### config.mk
export PLATFORM = sky130hd
export DESIGN_NAME = rtp_h264_depacketizer
export DESIGN_NICKNAME = d
export VERILOG_FILES = /design/src/rtl/core/rpd_pkg.sv /design/src/rtl/core/rpd_queue.sv /design/src/rtl/core/rpd_front.sv /design/src/rtl/core/rpd_back.sv /design/src/rtl/core/rtp_h264_depacketizer.sv
export SDC_FILE = /design/constraint.sdc
export NUM_CORES = 1
export LEC_CHECK = 0
export ABC_AREA = 1
export BUFFER_PORTS_ARGS = -buffer_cell sky130_fd_sc_hd__buf_2
export CORE_AREA = 2 2 273 275
export CTS_BUF_LIST = sky130_fd_sc_hd__clkbuf_8
export DETAILED_ROUTE_END_ITERATION = 8
export DIE_AREA = 0 0 275 277
export GPL_ROUTABILITY_DRIVEN = 0
export PLACE_DENSITY = 0.78
export REMOVE_ABC_BUFFERS = 1
export SETUP_SLACK_MARGIN = 0.5
export SYNTH_ARGS = -nofsm -noshare
export SYNTH_HDL_FRONTEND = slang
export SYNTH_SLANG_ARGS = --single-unit
### constraint.sdc
create_clock -name i_clk -period 6.5 [get_ports i_clk]
set_input_delay 0 -clock i_clk [delete_from_list [all_inputs] [get_ports i_clk]]
set_output_delay 0 -clock i_clk [all_outputs]
set_load 0.005 [all_outputs]
### src/rtl/core/rpd_pkg.sv
// Shared types and constants for the RTP H.264 depacketizer.
// No dependencies; used by every module under rtl/core.
package rpd_pkg;

    localparam int MAX_PACKET_BYTES = 2048;
    localparam int HDR_FIXED_BYTES  = 12;
    localparam int POS_W            = $clog2(MAX_PACKET_BYTES + 1);
    localparam int OFS_W            = 19;
    localparam int SIZE_W           = 24;
    localparam int TS_W             = 32;
    localparam int QUEUE_DEPTH      = 8;
    localparam int QPTR_W           = $clog2(QUEUE_DEPTH);
    localparam int QCNT_W           = $clog2(QUEUE_DEPTH + 1);

    localparam logic [7:0] CSRC_MASK   = 8'h0F;
    localparam logic [7:0] EXT_FLAG    = 8'h10;
    localparam logic [7:0] MARKER_FLAG = 8'h80;
    localparam logic [7:0] SC_ONE      = 8'h01;
    localparam logic [SIZE_W-1:0] SIZE_SAT = {SIZE_W{1'b1}};

    // One queued command: an optional unit close, an optional start code,
    // and an optional payload byte.
    typedef struct packed {
        logic              has_close;
        logic              has_data;
        logic              has_sc;
        logic              sc_long;
        logic [7:0]        data;
        logic [TS_W-1:0]   unit_ts;
        logic [TS_W-1:0]   close_ts;
        logic [SIZE_W-1:0] close_size;
    } t_cmd;

    typedef enum logic [5:0] {
        PH_CLOSE = 6'b000001,
        PH_Z0    = 6'b000010,
        PH_Z1    = 6'b000100,
        PH_Z2    = 6'b001000,
        PH_ONE   = 6'b010000,
        PH_DATA  = 6'b100000
    } t_phase;

endpackage

### src/rtl/core/rpd_queue.sv
// Short command queue between the parser front and the emitter back.
// Depends on rpd_pkg (t_cmd, queue sizing).
module rpd_queue (
    input  logic            i_clk,
    input  logic            i_rst_n,
    input  logic            i_push,
    input  rpd_pkg::t_cmd   i_data,
    output logic            o_full,
    input  logic            i_pop,
    output logic            o_valid,
    output rpd_pkg::t_cmd   o_data
);

    rpd_pkg::t_cmd                 r_mem [rpd_pkg::QUEUE_DEPTH];
    logic [rpd_pkg::QPTR_W-1:0]    r_wr_ptr, n_wr_ptr;
    logic [rpd_pkg::QPTR_W-1:0]    r_rd_ptr, n_rd_ptr;
    logic [rpd_pkg::QCNT_W-1:0]    r_count, n_count;
    logic                          w_push, w_pop;

    assign o_full  = (r_count == rpd_pkg::QCNT_W'(rpd_pkg::QUEUE_DEPTH));
    assign o_valid = (r_count != '0);
    assign o_data  = r_mem[r_rd_ptr];
    assign w_push  = i_push && !o_full;
    assign w_pop   = i_pop && o_valid;

    always_comb begin
        n_wr_ptr = w_push ? r_wr_ptr + 1'b1 : r_wr_ptr;
        n_rd_ptr = w_pop ? r_rd_ptr + 1'b1 : r_rd_ptr;
        n_count  = r_count;
        if (w_push && !w_pop) begin
            n_count = r_count + 1'b1;
        end else if (w_pop && !w_push) begin
            n_count = r_count - 1'b1;
        end
    end

    always_ff @(posedge i_clk) begin
        if (!i_rst_n) begin
            r_wr_ptr <= '0;
            r_rd_ptr <= '0;
            r_count  <= '0;
        end else begin
            r_wr_ptr <= n_wr_ptr;
            r_rd_ptr <= n_rd_ptr;
            r_count  <= n_count;
        end
    end

    always_ff @(posedge i_clk) begin
        if (w_push) begin
            r_mem[r_wr_ptr] <= i_data;
        end
    end

    a_no_push_full: assert property (@(posedge i_clk) disable iff (!i_rst_n)
        !(i_push && o_full))
        else $error("command pushed into full queue");
    a_no_pop_empty: assert property (@(posedge i_clk) disable iff (!i_rst_n)
        !(i_pop && !o_valid))
        else $error("command popped from empty queue");
    a_ptr_count: assert property (@(posedge i_clk) disable iff (!i_rst_n)
        (r_count == '0 || o_full) |->
        (r_wr_ptr == r_rd_ptr))
        else $error("queue pointers disagree with count");

endmodule

### src/rtl/core/rpd_front.sv
// Parser front: takes input transfers, walks the RTP header, tracks the
// open access unit and pushes one command per item that yields results.
// Depends on rpd_pkg.
module rpd_front (
    input  logic            i_clk,
    input  logic            i_rst_n,
    input  logic            i_valid,
    output logic            o_ready,
    input  logic            i_kind,
    input  logic [7:0]      i_in_byte,
    input  logic            i_packet_end,
    input  logic            i_q_full,
    output logic            o_q_push,
    output rpd_pkg::t_cmd   o_q_data
);

    logic [rpd_pkg::POS_W-1:0]   r_pos, n_pos;
    logic [3:0]                  r_csrc, n_csrc;
    logic                        r_ext, n_ext;
    logic [7:0]                  r_ext_hi, n_ext_hi;
    logic [rpd_pkg::OFS_W-1:0]   r_ofs, n_ofs;
    logic                        r_marker, n_marker;
    logic [rpd_pkg::TS_W-1:0]    r_pkt_ts, n_pkt_ts;
    logic                        r_started, n_started;
    logic                        r_open, n_open;
    logic [rpd_pkg::TS_W-1:0]    r_open_ts, n_open_ts;
    logic [rpd_pkg::SIZE_W-1:0]  r_size, n_size;

    logic                        w_acc;
    logic [rpd_pkg::OFS_W-1:0]   w_pos_x, w_ext_base;
    logic [rpd_pkg::SIZE_W-1:0]  w_base;
    logic [2:0]                  w_inc;
    logic [rpd_pkg::SIZE_W:0]    w_sum;
    logic                        w_close;
    rpd_pkg::t_cmd               w_cmd;
    logic                        w_push;

    assign o_ready = !i_q_full;
    assign w_acc   = i_valid && o_ready;
    assign w_pos_x = rpd_pkg::OFS_W'(r_pos);
    assign w_ext_base = rpd_pkg::OFS_W'(rpd_pkg::HDR_FIXED_BYTES)
                      + rpd_pkg::OFS_W'({r_csrc, 2'b00});
    assign w_sum   = {1'b0, w_base} + (rpd_pkg::SIZE_W+1)'(w_inc);

    always_comb begin
        n_pos     = r_pos;
        n_csrc    = r_csrc;
        n_ext     = r_ext;
        n_ext_hi  = r_ext_hi;
        n_ofs     = r_ofs;
        n_marker  = r_marker;
        n_pkt_ts  = r_pkt_ts;
        n_started = r_started;
        n_open    = r_open;
        n_open_ts = r_open_ts;
        n_size    = r_size;
        w_base    = r_size;
        w_inc     = '0;
        w_close   = 1'b0;
        w_push    = 1'b0;
        w_cmd     = '0;

        if (w_acc) begin
            if (i_kind) begin
                // flush: close the open unit, drop any partial packet
                if (r_open) begin
                    w_push           = 1'b1;
                    w_cmd.has_close  = 1'b1;
                    w_cmd.close_ts   = r_open_ts;
                    w_cmd.close_size = r_size;
                    n_open           = 1'b0;
                    n_size           = '0;
                end
            end else if (r_pos < rpd_pkg::POS_W'(rpd_pkg::MAX_PACKET_BYTES)) begin
                n_pos = r_pos + 1'b1;
                if (r_pos == '0) begin
                    n_csrc = 4'(i_in_byte & rpd_pkg::CSRC_MASK);
                    n_ext  = |(i_in_byte & rpd_pkg::EXT_FLAG);
                    n_ofs  = rpd_pkg::OFS_W'(rpd_pkg::HDR_FIXED_BYTES)
                           + rpd_pkg::OFS_W'({i_in_byte[3:0], 2'b00})
                           + (n_ext ? rpd_pkg::OFS_W'(4) : '0);
                end else if (r_pos == rpd_pkg::POS_W'(1)) begin
                    n_marker = |(i_in_byte & rpd_pkg::MARKER_FLAG);
                end else if (r_pos >= rpd_pkg::POS_W'(4)
                             && r_pos <= rpd_pkg::POS_W'(7)) begin
                    n_pkt_ts = {r_pkt_ts[rpd_pkg::TS_W-9:0], i_in_byte};
                end else if (w_pos_x >= r_ofs) begin
                    w_push        = 1'b1;
                    w_cmd.has_data = 1'b1;
                    w_cmd.data    = i_in_byte;
                    w_inc         = 3'd1;
                    if (!r_started) begin
                        // first payload byte: maybe close, then start code
                        n_started    = 1'b1;
                        w_close      = r_open && (r_open_ts != r_pkt_ts);
                        w_cmd.has_close  = w_close;
                        w_cmd.close_ts   = r_open_ts;
                        w_cmd.close_size = r_size;
                        w_cmd.has_sc     = 1'b1;
                        w_cmd.sc_long    = r_marker;
                        w_inc            = r_marker ? 3'd5 : 3'd4;
                        if (!r_open || w_close) begin
                            n_open    = 1'b1;
                            n_open_ts = r_pkt_ts;
                            w_base    = '0;
                        end
                    end
                    w_cmd.unit_ts = n_open_ts;
                    n_size = w_sum[rpd_pkg::SIZE_W] ? rpd_pkg::SIZE_SAT
                                                    : w_sum[rpd_pkg::SIZE_W-1:0];
                end else if (r_ext && w_pos_x == w_ext_base + rpd_pkg::OFS_W'(2)) begin
                    n_ext_hi = i_in_byte;
                end else if (r_ext && w_pos_x == w_ext_base + rpd_pkg::OFS_W'(3)) begin
                    n_ofs = r_ofs + rpd_pkg::OFS_W'({r_ext_hi, i_in_byte, 2'b00});
                end
            end

            if (i_kind || i_packet_end) begin
                n_pos     = '0;
                n_csrc    = '0;
                n_ext     = 1'b0;
                n_ext_hi  = '0;
                n_ofs     = rpd_pkg::OFS_W'(rpd_pkg::HDR_FIXED_BYTES);
                n_marker  = 1'b0;
                n_pkt_ts  = '0;
                n_started = 1'b0;
            end
        end
    end

    assign o_q_push = w_push;
    assign o_q_data = w_cmd;

    always_ff @(posedge i_clk) begin
        if (!i_rst_n) begin
            r_pos     <= '0;
            r_csrc    <= '0;
            r_ext     <= 1'b0;
            r_ext_hi  <= '0;
            r_ofs     <= rpd_pkg::OFS_W'(rpd_pkg::HDR_FIXED_BYTES);
            r_marker  <= 1'b0;
            r_pkt_ts  <= '0;
            r_started <= 1'b0;
            r_open    <= 1'b0;
            r_open_ts <= '0;
            r_size    <= '0;
        end else begin
            r_pos     <= n_pos;
            r_csrc    <= n_csrc;
            r_ext     <= n_ext;
            r_ext_hi  <= n_ext_hi;
            r_ofs     <= n_ofs;
            r_marker  <= n_marker;
            r_pkt_ts  <= n_pkt_ts;
            r_started <= n_started;
            r_open    <= n_open;
            r_open_ts <= n_open_ts;
            r_size    <= n_size;
        end
    end

    a_pos_bound: assert property (@(posedge i_clk) disable iff (!i_rst_n)
        r_pos <= rpd_pkg::POS_W'(rpd_pkg::MAX_PACKET_BYTES))
        else $error("byte position past packet limit");
    a_closed_empty: assert property (@(posedge i_clk) disable iff (!i_rst_n)
        !r_open |-> (r_size == '0))
        else $error("closed unit holds a byte count");
    a_started_open: assert property (@(posedge i_clk) disable iff (!i_rst_n)
        r_started |-> r_open)
        else $error("payload started with no open unit");

endmodule

### src/rtl/core/rpd_back.sv
// Emitter back: expands the queue head into result transfers, one per
// cycle unless stalled, into a registered output stage. Depends on rpd_pkg.
module rpd_back (
    input  logic                        i_clk,
    input  logic                        i_rst_n,
    input  logic                        i_q_valid,
    input  rpd_pkg::t_cmd               i_q_data,
    output logic                        o_q_pop,
    output logic                        o_valid,
    input  logic                        i_ready,
    output logic                        o_out_kind,
    output logic [7:0]                  o_out_byte,
    output logic [rpd_pkg::TS_W-1:0]    o_unit_timestamp,
    output logic [rpd_pkg::SIZE_W-1:0]  o_unit_size,
    output logic                        o_run_last
);

    rpd_pkg::t_phase              r_phase, n_phase;
    logic                         r_busy, n_busy;
    logic                         r_valid, n_valid;
    logic                         r_kind;
    logic [7:0]                   r_byte;
    logic [rpd_pkg::TS_W-1:0]     r_ts;
    logic [rpd_pkg::SIZE_W-1:0]   r_size;
    logic                         r_last;

    rpd_pkg::t_phase              w_first, w_phase, w_next;
    logic                         w_last, w_adv;
    logic [7:0]                   w_byte;

    assign w_adv = i_q_valid && (!r_valid || i_ready);

    always_comb begin
        if (i_q_data.has_close) begin
            w_first = rpd_pkg::PH_CLOSE;
        end else if (i_q_data.has_sc) begin
            w_first = rpd_pkg::PH_Z0;
        end else begin
            w_first = rpd_pkg::PH_DATA;
        end
        w_phase = r_busy ? r_phase : w_first;

        w_last = 1'b0;
        w_byte = 8'h00;
        unique case (w_phase)
            rpd_pkg::PH_CLOSE: begin
                w_last = !i_q_data.has_data;
                w_next = i_q_data.has_sc ? rpd_pkg::PH_Z0 : rpd_pkg::PH_DATA;
            end
            rpd_pkg::PH_Z0:  w_next = rpd_pkg::PH_Z1;
            rpd_pkg::PH_Z1:  w_next = i_q_data.sc_long ? rpd_pkg::PH_Z2 : rpd_pkg::PH_ONE;
            rpd_pkg::PH_Z2:  w_next = rpd_pkg::PH_ONE;
            rpd_pkg::PH_ONE: begin
                w_byte = rpd_pkg::SC_ONE;
                w_next = rpd_pkg::PH_DATA;
            end
            rpd_pkg::PH_DATA: begin
                w_last = 1'b1;
                w_byte = i_q_data.data;
                w_next = rpd_pkg::PH_DATA;
            end
            default: begin
                w_last = 1'b1;
                w_next = rpd_pkg::PH_DATA;
            end
        endcase

        n_valid = r_valid;
        if (w_adv) begin
            n_valid = 1'b1;
        end else if (i_ready) begin
            n_valid = 1'b0;
        end
        n_busy  = r_busy;
        n_phase = r_phase;
        if (w_adv) begin
            n_busy  = !w_last;
            n_phase = w_next;
        end
    end

    assign o_q_pop = w_adv && w_last;

    always_ff @(posedge i_clk) begin
        if (!i_rst_n) begin
            r_valid <= 1'b0;
            r_busy  <= 1'b0;
            r_phase <= rpd_pkg::PH_DATA;
        end else begin
            r_valid <= n_valid;
            r_busy  <= n_busy;
            r_phase <= n_phase;
        end
    end

    always_ff @(posedge i_clk) begin
        if (w_adv) begin
            r_kind <= (w_phase == rpd_pkg::PH_CLOSE);
            r_byte <= w_byte;
            r_ts   <= (w_phase == rpd_pkg::PH_CLOSE) ? i_q_data.close_ts
                                                     : i_q_data.unit_ts;
            r_size <= (w_phase == rpd_pkg::PH_CLOSE) ? i_q_data.close_size : '0;
            r_last <= w_last;
        end
    end

    assign o_valid          = r_valid;
    assign o_out_kind       = r_kind;
    assign o_out_byte       = r_byte;
    assign o_unit_timestamp = r_ts;
    assign o_unit_size      = r_size;
    assign o_run_last       = r_last;

    a_busy_has_head: assert property (@(posedge i_clk) disable iff (!i_rst_n)
        r_busy |-> i_q_valid)
        else $error("mid-command with empty queue");
    a_pop_on_last: assert property (@(posedge i_clk) disable iff (!i_rst_n)
        o_q_pop |=> (o_valid && o_run_last))
        else $error("command retired without a last result");
    a_close_kind: assert property (@(posedge i_clk) disable iff (!i_rst_n)
        (o_valid && !o_out_kind) |-> (o_unit_size == '0))
        else $error("data result carries a unit size");

endmodule

### src/rtl/core/rtp_h264_depacketizer.sv
// Top level of the RTP H.264 depacketizer: parser front, command queue,
// emitter back. Depends on rpd_pkg, rpd_front, rpd_queue, rpd_back.
//
// Channel   Direction  Handshake            Payload
// input     in         i_valid / o_ready    i_kind, i_in_byte, i_packet_end
// result    out        o_valid / i_ready    o_out_kind, o_out_byte,
//                                           o_unit_timestamp, o_unit_size,
//                                           o_run_last
//
// The front takes one input transfer per cycle while the command queue has
// room; each header or payload byte is parsed in that same cycle.
// The back emits one result transfer per cycle while i_ready lets the output
// register drain: a payload byte yields one transfer, the first payload byte
// of a packet 4 or 5 (start code), plus one more if it closes a unit. The
// 8-entry queue absorbs these bursts.
// Synchronous active-low reset clears all parse, unit and queue state.
// A stalled result holds in the output register; the front keeps taking
// bytes until the queue fills.
module rtp_h264_depacketizer (
    input  logic                        i_clk,
    input  logic                        i_rst_n,
    input  logic                        i_valid,
    output logic                        o_ready,
    input  logic                        i_kind,
    input  logic [7:0]                  i_in_byte,
    input  logic                        i_packet_end,
    output logic                        o_valid,
    input  logic                        i_ready,
    output logic                        o_out_kind,
    output logic [7:0]                  o_out_byte,
    output logic [rpd_pkg::TS_W-1:0]    o_unit_timestamp,
    output logic [rpd_pkg::SIZE_W-1:0]  o_unit_size,
    output logic                        o_run_last
);

    logic           w_push, w_full, w_pop, w_q_valid;
    rpd_pkg::t_cmd  w_push_data, w_head;

    // header parse and unit tracking
    rpd_front u_front (
        .i_clk        (i_clk),
        .i_rst_n      (i_rst_n),
        .i_valid      (i_valid),
        .o_ready      (o_ready),
        .i_kind       (i_kind),
        .i_in_byte    (i_in_byte),
        .i_packet_end (i_packet_end),
        .i_q_full     (w_full),
        .o_q_push     (w_push),
        .o_q_data     (w_push_data)
    );

    // decouples parse rate from start-code bursts and output stalls
    rpd_queue u_queue (
        .i_clk   (i_clk),
        .i_rst_n (i_rst_n),
        .i_push  (w_push),
        .i_data  (w_push_data),
        .o_full  (w_full),
        .i_pop   (w_pop),
        .o_valid (w_q_valid),
        .o_data  (w_head)
    );

    // one result per cycle into the output register, unless the output stalls
    rpd_back u_back (
        .i_clk            (i_clk),
        .i_rst_n          (i_rst_n),
        .i_q_valid        (w_q_valid),
        .i_q_data         (w_head),
        .o_q_pop          (w_pop),
        .o_valid          (o_valid),
        .i_ready          (i_ready),
        .o_out_kind       (o_out_kind),
        .o_out_byte       (o_out_byte),
        .o_unit_timestamp (o_unit_timestamp),
        .o_unit_size      (o_unit_size),
        .o_run_last       (o_run_last)
    );

endmodule

# Yosys cells after proc, flatten, opt, wreduce, memory -nomap -nowiden
# Memory sizes are Yosys's and may differ from the RTL's. A register that Yosys moved wholly into a read port is not among the register bits.
# Index checks and enable logic that the tools add are counted.
# Widths: inputs -> output; s select.
word_totals:
  ff_bits: 219
  ram_bits: 800
  inputBits: 14
  out_inout_bits: 68
  wordCells: 234
  memories: 1
memory_table:
  columns: ["name", "words", "word_bits", "rd", "rd_clocked_by_memory_dff", "write_ports", "line", "source"]
  rows:
  - ["u_queue.r_mem", 8, 100, 1, 1, 1, "rpd_queue.sv:14", "rpd_pkg::t_cmd r_mem [rpd_pkg::QUEUE_DEPTH];"]
classes:
  add_sub_neg: 12
  magnitude_cmp: 4
  eq_ne: 25
  n_mux: 120
  bitwise_logic: 4
  reduce_logical: 46
ops:
  columns: ["operator", "count"]
  rows:
  - ["$mux 100", 6]
  - ["$mux 24", 17]
  - ["$mux 32", 9]
  - ["$mux 19", 9]
  - ["$mux 56", 3]
  - ["$mux 8", 8]
  - ["$mux 43", 1]
  - ["$mux 1", 39]
  - ["$add 19x2->19 const B", 2]
  - ["$eq 12x19->1", 2]
  - ["$mux 12", 3]
  - ["$mux 3", 11]
  - ["$ne 32x32->1", 1]
  - ["$add 24x3->25", 1]
  - ["$mux 4", 6]
  - ["$pmux 6 s4", 1]
  - ["$reduce_and 8->1", 3]
  - ["$reduce_bool 2->1", 11]
  - ["$reduce_and 7->1", 3]
  - ["$add 19x18->19", 1]
  - ["$add 19x19->19", 1]
  - ["$ge 12x19->1", 1]
  - ["$mux 6", 3]
  - ["$ne 2x2->1 const B", 8]
  - ["34 further kinds", 61]

# Logic depth before layout (Yosys ltp)
logic_depth:
  depth_word: 20
  depth_mapped: 29
  depth_no_buf: 27

# By module
# Synthesis repeated with hierarchy kept, for this count alone.
unflattened:
  cells_unflattened: 4415
  area_unflattened_um2: 44544.0
by_module_without_submodules:
  columns: ["mod", "n_inst", "cells_each", "area_each_um2", "seq_area_each_um2"]
  rows:
  - ["rpd_queue", 1, 2754, 32636.3, 24283.3]
  - ["rpd_front", 1, 1351, 8778.4, 2662.6]
  - ["rpd_back", 1, 310, 3129.3, 2122.0]

# Worst setup path after synthesis
# No wires, ideal clock.
synth_timing:
  path_kind: "register to register"
  start: "reg u_front.r_ofs[10] (netlist bit)"
  end: "mem u_queue.r_mem[1][0] (netlist bit) (enable)"
  setup_time_ns: 0.559
  arrival_ns: 6.232
  t_required_ns: 5.941
  setup_slack_ns: -0.291
  path_stages_with_launch: 17
  n_path_buf: 0
  cell_sequence: "dfxtp_1 inv_1 ha_1 nand2_1 nor2_1 nand3_1 o21ai_1 nor2_1 inv_1 nand2_1 nand2_1 nand2_1 nor2_4 clkinv_1 nor2_1 inv_1 nor2_1"
synth_between:
  elab_chain_len: 11
synth_rtl:
  columns: ["item", "line", "source"]
  rows:
  - ["start, declared", "rpd_front.sv:21", "logic [rpd_pkg::OFS_W-1:0] r_ofs, n_ofs;"]
  - ["start signal, assigned", "rpd_front.sv:140", "r_ofs <= rpd_pkg::OFS_W'(rpd_pkg::HDR_FIXED_BYTES);"]
  - ["start signal, assigned", "rpd_front.sv:152", "r_ofs <= n_ofs;"]
  - ["$ge 12x19->1", "rpd_front.sv:87", "end else if (w_pos_x >= r_ofs) begin"]
  - ["$mux 1", "rpd_front.sv:87", null]
  - ["$mux 1", "rpd_front.sv:84", "end else if (r_pos >= rpd_pkg::POS_W'(4)"]
  - ["$mux 1", "rpd_front.sv:82", "end else if (r_pos == rpd_pkg::POS_W'(1)) begin"]
  - ["$mux 1", "rpd_front.sv:76", "if (r_pos == '0) begin"]
  - ["$mux 1", "rpd_front.sv:74", "end else if (r_pos < rpd_pkg::POS_W'(rpd_pkg::MAX_PACKET_BYTES)) begin"]
  - ["$mux 1", "rpd_front.sv:64", "if (i_kind) begin"]
  - ["$mux 1", "rpd_front.sv:63", "if (w_acc) begin"]
  - ["$logic_and 1x1->1", "rpd_queue.sv:23", "assign w_push = i_push && !o_full;"]
  - ["named net u_queue.w_push", "rpd_queue.sv:18", "logic w_push, w_pop;"]
  - ["$mux 1", "rpd_queue.sv:50", "if (w_push) begin"]
  - ["$mux 1 (not written as such)", "rpd_queue.sv:51", "r_mem[r_wr_ptr] <= i_data;"]
  - ["end, declared", "rpd_queue.sv:14", null]
# The timed path passes the listed nets, and every way through them passes these cells.

==> impl_metrics.py <==
metrics = {
    "global_route": {
        "grt_pass1_vias": 29289,
        "grt_pass1_wl_mm": 158.6,
        "gr-total-overflow": 0,
        "grt_max_degree": 205,
        "antenna_found_initial": 3,
        "grt.total_usage": 0.2668,
    },
    "min_path": {
        "hp-class": "in -> reg",
        "hold_depth": 5,
        "hold_start": "i_valid",
        "hold_end": "u_front.r_open$_SDFFE_PN0P_",
    },
    "logic_synthesis": {
        "synthArstFlopShare": 0,
        "yosys_most_used_dff": "edfxtp_1",
        "yosysWarnings": 0,
        "synthCells": 3872,
        "synth_cell_types": 59,
        "avgSynthCellArea_um2": 11.09,
        "synth-seq-cells": 1019,
        "synthesis.area_um2": 42930,
        "synth_edf_count": 866,
        "yosysSeqAreaShare": 0.6771,
    },
    "timing": {
        "fin_skew_ps": 47.49,
        "worstMarginPinSlew_ps": 1387,
        "final-setup-viol-count": 0,
        "fmax_mhz": 194.4,
        "hold_viol": 0,
        "drv_slew": 0,
        "post-route-period-util": 0.7915,
        "relSlewSlack": 0.06996,
        "rsz0062_at_grt": "no",
        "layout_min_cycle_time_ps": 5145,
        "whs_ps": 148.5,
    },
    "cts": {
        "cts-root-to-sink-buffers": 3,
        "h-tree-depth": 4,
        "clock-sinks": 1019,
        "root_buffer": "clkbuf_8",
        "tritoncts": "built",
        "path_clk_slew_ps": 60,
        "cts_buffers": 160,
        "cts_setup_buffers": 0,
        "clock_latency_ps": 830,
        "ctsResizeCount": 0,
    },
    "critical_path": {
        "r2r_slack_ps": 1360,
        "worstReg2RegEnd": "u_queue.r_count[3]$_SDFFE_PN0P_",
        "crit_type": "reg -> reg",
        "cp_data_arrival_time_ps": 5850,
        "start_kind": "flop",
        "worst_ep_required_time_ps": 7200,
        "crit_path_end_kind": "flop",
        "cp_max_fo": 50,
        "r2r_cells": 20,
    },
    "placement": {
        "port_buffers": 81,
        "dpl.hpwl_mm": 54.41,
        "dpl_cell_area_um2": 44240,
    },
    "finish": {
        "area_growth_pct": 10.20,
        "drive_above_1_share": 0.1034,
        "design_area_um2": 47310,
        "fill_cells": 5452,
        "nets": 4012,
        "regArea_um2": 29080,
        "multiInputGateArea_um2": 12360,
    },
    "floorplanning": {
        "start_util": 0.5836,
        "ioPinCount": 82,
        "die_area_um2": 76180,
        "fp-row-count": 100,
        "coreArea_um2": 73570,
        "die_x_um": 275,
        "die_h_um": 277,
    },
    "power_and_ir_drop": {
        "p_leak_nw": 17.83,
        "clkPwrFrac": 0.302,
        "p_int_w": 0.01097,
        "switching_share": 0.3210,
        "power_frac_comb": 0.224,
        "power_density_nw_per_um2": 341.3,
        "p_seq_frac": 0.475,
        "peakVddDrop_mv": 0.2551,
        "p_switching_w": 0.005183,
    },
    "detailed_routing": {
        "dr.pass1.iters": 8,
        "drc_errors": 0,
        "routed_wl_mm": 101.9,
        "num_vias": 30180,
        "detail_route.wl_per_cell_um": 20.16,
        "drt_iter0_markers": 3735,
        "vias_per_cell": 5.972,
        "ant_nets": 0,
    },
    "outcome": {
        "status": "finished clean",
    },
    "run": {
        "max_cap_viol_count": 0,
    },
}
==> cell usage after synthesis, drive strengths merged (7+ instances only) <==
master   number  share of area
o21ai       401          0.047
o2111ai       9         0.0018
clkbuf      187          0.016
nand3       190          0.023
dfxtp       153          0.071
a31oi        28         0.0041
a211oi       41         0.0073
nor2        589          0.054
ha           42          0.012
xnor2        35         0.0071
and3          8         0.0012
or2           7         0.0010
a2111oi      14         0.0029
nor3         46         0.0057
xor2         15         0.0031
o22ai       123          0.018
edfxtp      866           0.61
nand4        11         0.0020
buf          43         0.0052
nand2       606          0.054
o21a         34         0.0059
o221ai       32         0.0065
a21oi       157          0.019
o31ai         8         0.0014
inv         178          0.016
o21bai        8         0.0014
==> stage by stage <==
| step | setup TNS (ps) | utilization | total power, W | std cells | worst slack [ps] |
|---|---|---|---|---|---|
| 6_report | 0 | 0.6431 | 0.01615 | 5054 | 1355 |
| 2_1_floorplan | -1228070 | - | 0.01024 | 3642 | -10920 |
| 5_1_grt | 0 | 0.6431 | 0.01691 | 5054 | 923.4 |
| 3_5_place_dp | 0 | 0.6014 | 0.01137 | 4742 | 1373 |
| 4_1_cts | 0 | 0.6430 | 0.01620 | 5052 | 1366 |
| 3_3_place_gp | 0 | 0.6014 | 0.01127 | 4742 | 1504 |
==> critical path: stages, from the launching register on <==
cell,delay [ps]
dfxtp_4,800
clkinv_2,690
nand2_1,220
nand2_1,120
nand2_4,490
inv_2,270
nor2_1,250
nand3_1,130
o21ai_1,210
nor2_2,80
nand3_2,170
ha_1,240
inv_1,100
ha_1,320
and3_1,180
a211oi_1,250
nor2_1,80
nor2_1,120
nand2_1,80
o21ai_0,150
a21oi_1,60
==> what timing repair did <==
item / in CTS / in global routing
hold buffers: 19 / 0
endpoints found under the hold margin: 172 / 0
endpoints found under the setup margin: 0 / 0
==> cells by family (layout without fill, tap and decap cells) <==
group           count (synthesis)  in the layout  share of synthesized area
compound gates                878            878                     0.1194
xor+xnor                       50             50                    0.01020
flops                        1019           1019                     0.6771
simple gates                 1468           1468                     0.1426
fa+ha+maj                      44             44                    0.01317
buf+inv                       413            624                    0.03754
other cells                     0              2                          0
==> area by class of cell <==
type / instances / area share
inverter: 183 / 0.01481
tap: 969 / 0.02563
multi-input combinational: 2440 / 0.2611
clock buffer: 164 / 0.04771
sequential: 1019 / 0.6146
timing repair buffer: 150 / 0.02290
clock inverter: 127 / 0.01306
antenna: 2 / 0.0001058
==> routing by layer <==
layer / vias up / share of wire / track usage
li1: 13990 / - / -
met1: 14474 / 0.40 / 0.3653
met2: 1508 / 0.48 / 0.4255
met3: 206 / 0.093 / 0.05298
met4: 2 / 0.026 / 0.09785
met5: - / 0.00020 / 0
==> layout by cell type (no fill, tap or decap), types with 9 or more instances in the layout <==
master,count
a2111oi_0,10
a211oi_1,40
a21oi_1,151
a31oi_1,27
buf_12,9
buf_2,81
buf_4,41
clkbuf_8,164
clkinv_1,40
clkinv_2,10
dfxtp_1,149
dlygate4sd3_1,19
edfxtp_1,866
ha_1,42
inv_1,220
inv_2,21
nand2_1,595
nand3_1,180
nand3_2,9
nand4_1,10
nor2_1,561
nor2_2,10
nor2_4,18
nor3_1,43
o2111ai_1,9
o21a_1,34
o21ai_0,386
o21ai_1,13
o221ai_1,32
o22ai_1,123
xnor2_1,35
xor2_1,15
==> registers in the layout, indices dropped and copies added (netlist names), 5 cells and up, named ones only <==
name / cells
u_back.o_out_byte: 8
u_back.o_unit_size: 24
u_back.o_unit_timestamp: 32
u_back.r_phase: 5
u_front.r_ext_hi: 8
u_front.r_ofs: 17
u_front.r_open_ts: 32
u_front.r_pkt_ts: 32
u_front.r_pos: 12
u_front.r_size: 24
u_queue.r_mem: 800
==> power by group through the flow <==
stage / logic (W) / clock network, W / registers (W)
global placement: 0.00348 / 0 / 0.00780
global route: 0.00400 / 0.00522 / 0.00770
detailed placement: 0.00357 / 0 / 0.00780
floorplan: 0.00225 / 0 / 0.00800
finish: 0.00362 / 0.00487 / 0.00766
CTS: 0.00360 / 0.00493 / 0.00767
==> worst max path at each step <==
stage                     cells after the start  slack, ps                         endpoint
after floorplan                              22     -10920  u_queue.r_count[3]$_SDFFE_PN0P_
after global placement                       20       1500  u_queue.r_count[3]$_SDFFE_PN0P_
after detailed placement                     20       1370  u_queue.r_count[3]$_SDFFE_PN0P_
after CTS                                    20       1370  u_queue.r_count[3]$_SDFFE_PN0P_
after global routing                         20        920  u_queue.r_count[3]$_SDFFE_PN0P_
final                                        20       1360  u_queue.r_count[3]$_SDFFE_PN0P_
Power figures use the tool's default switching activity.
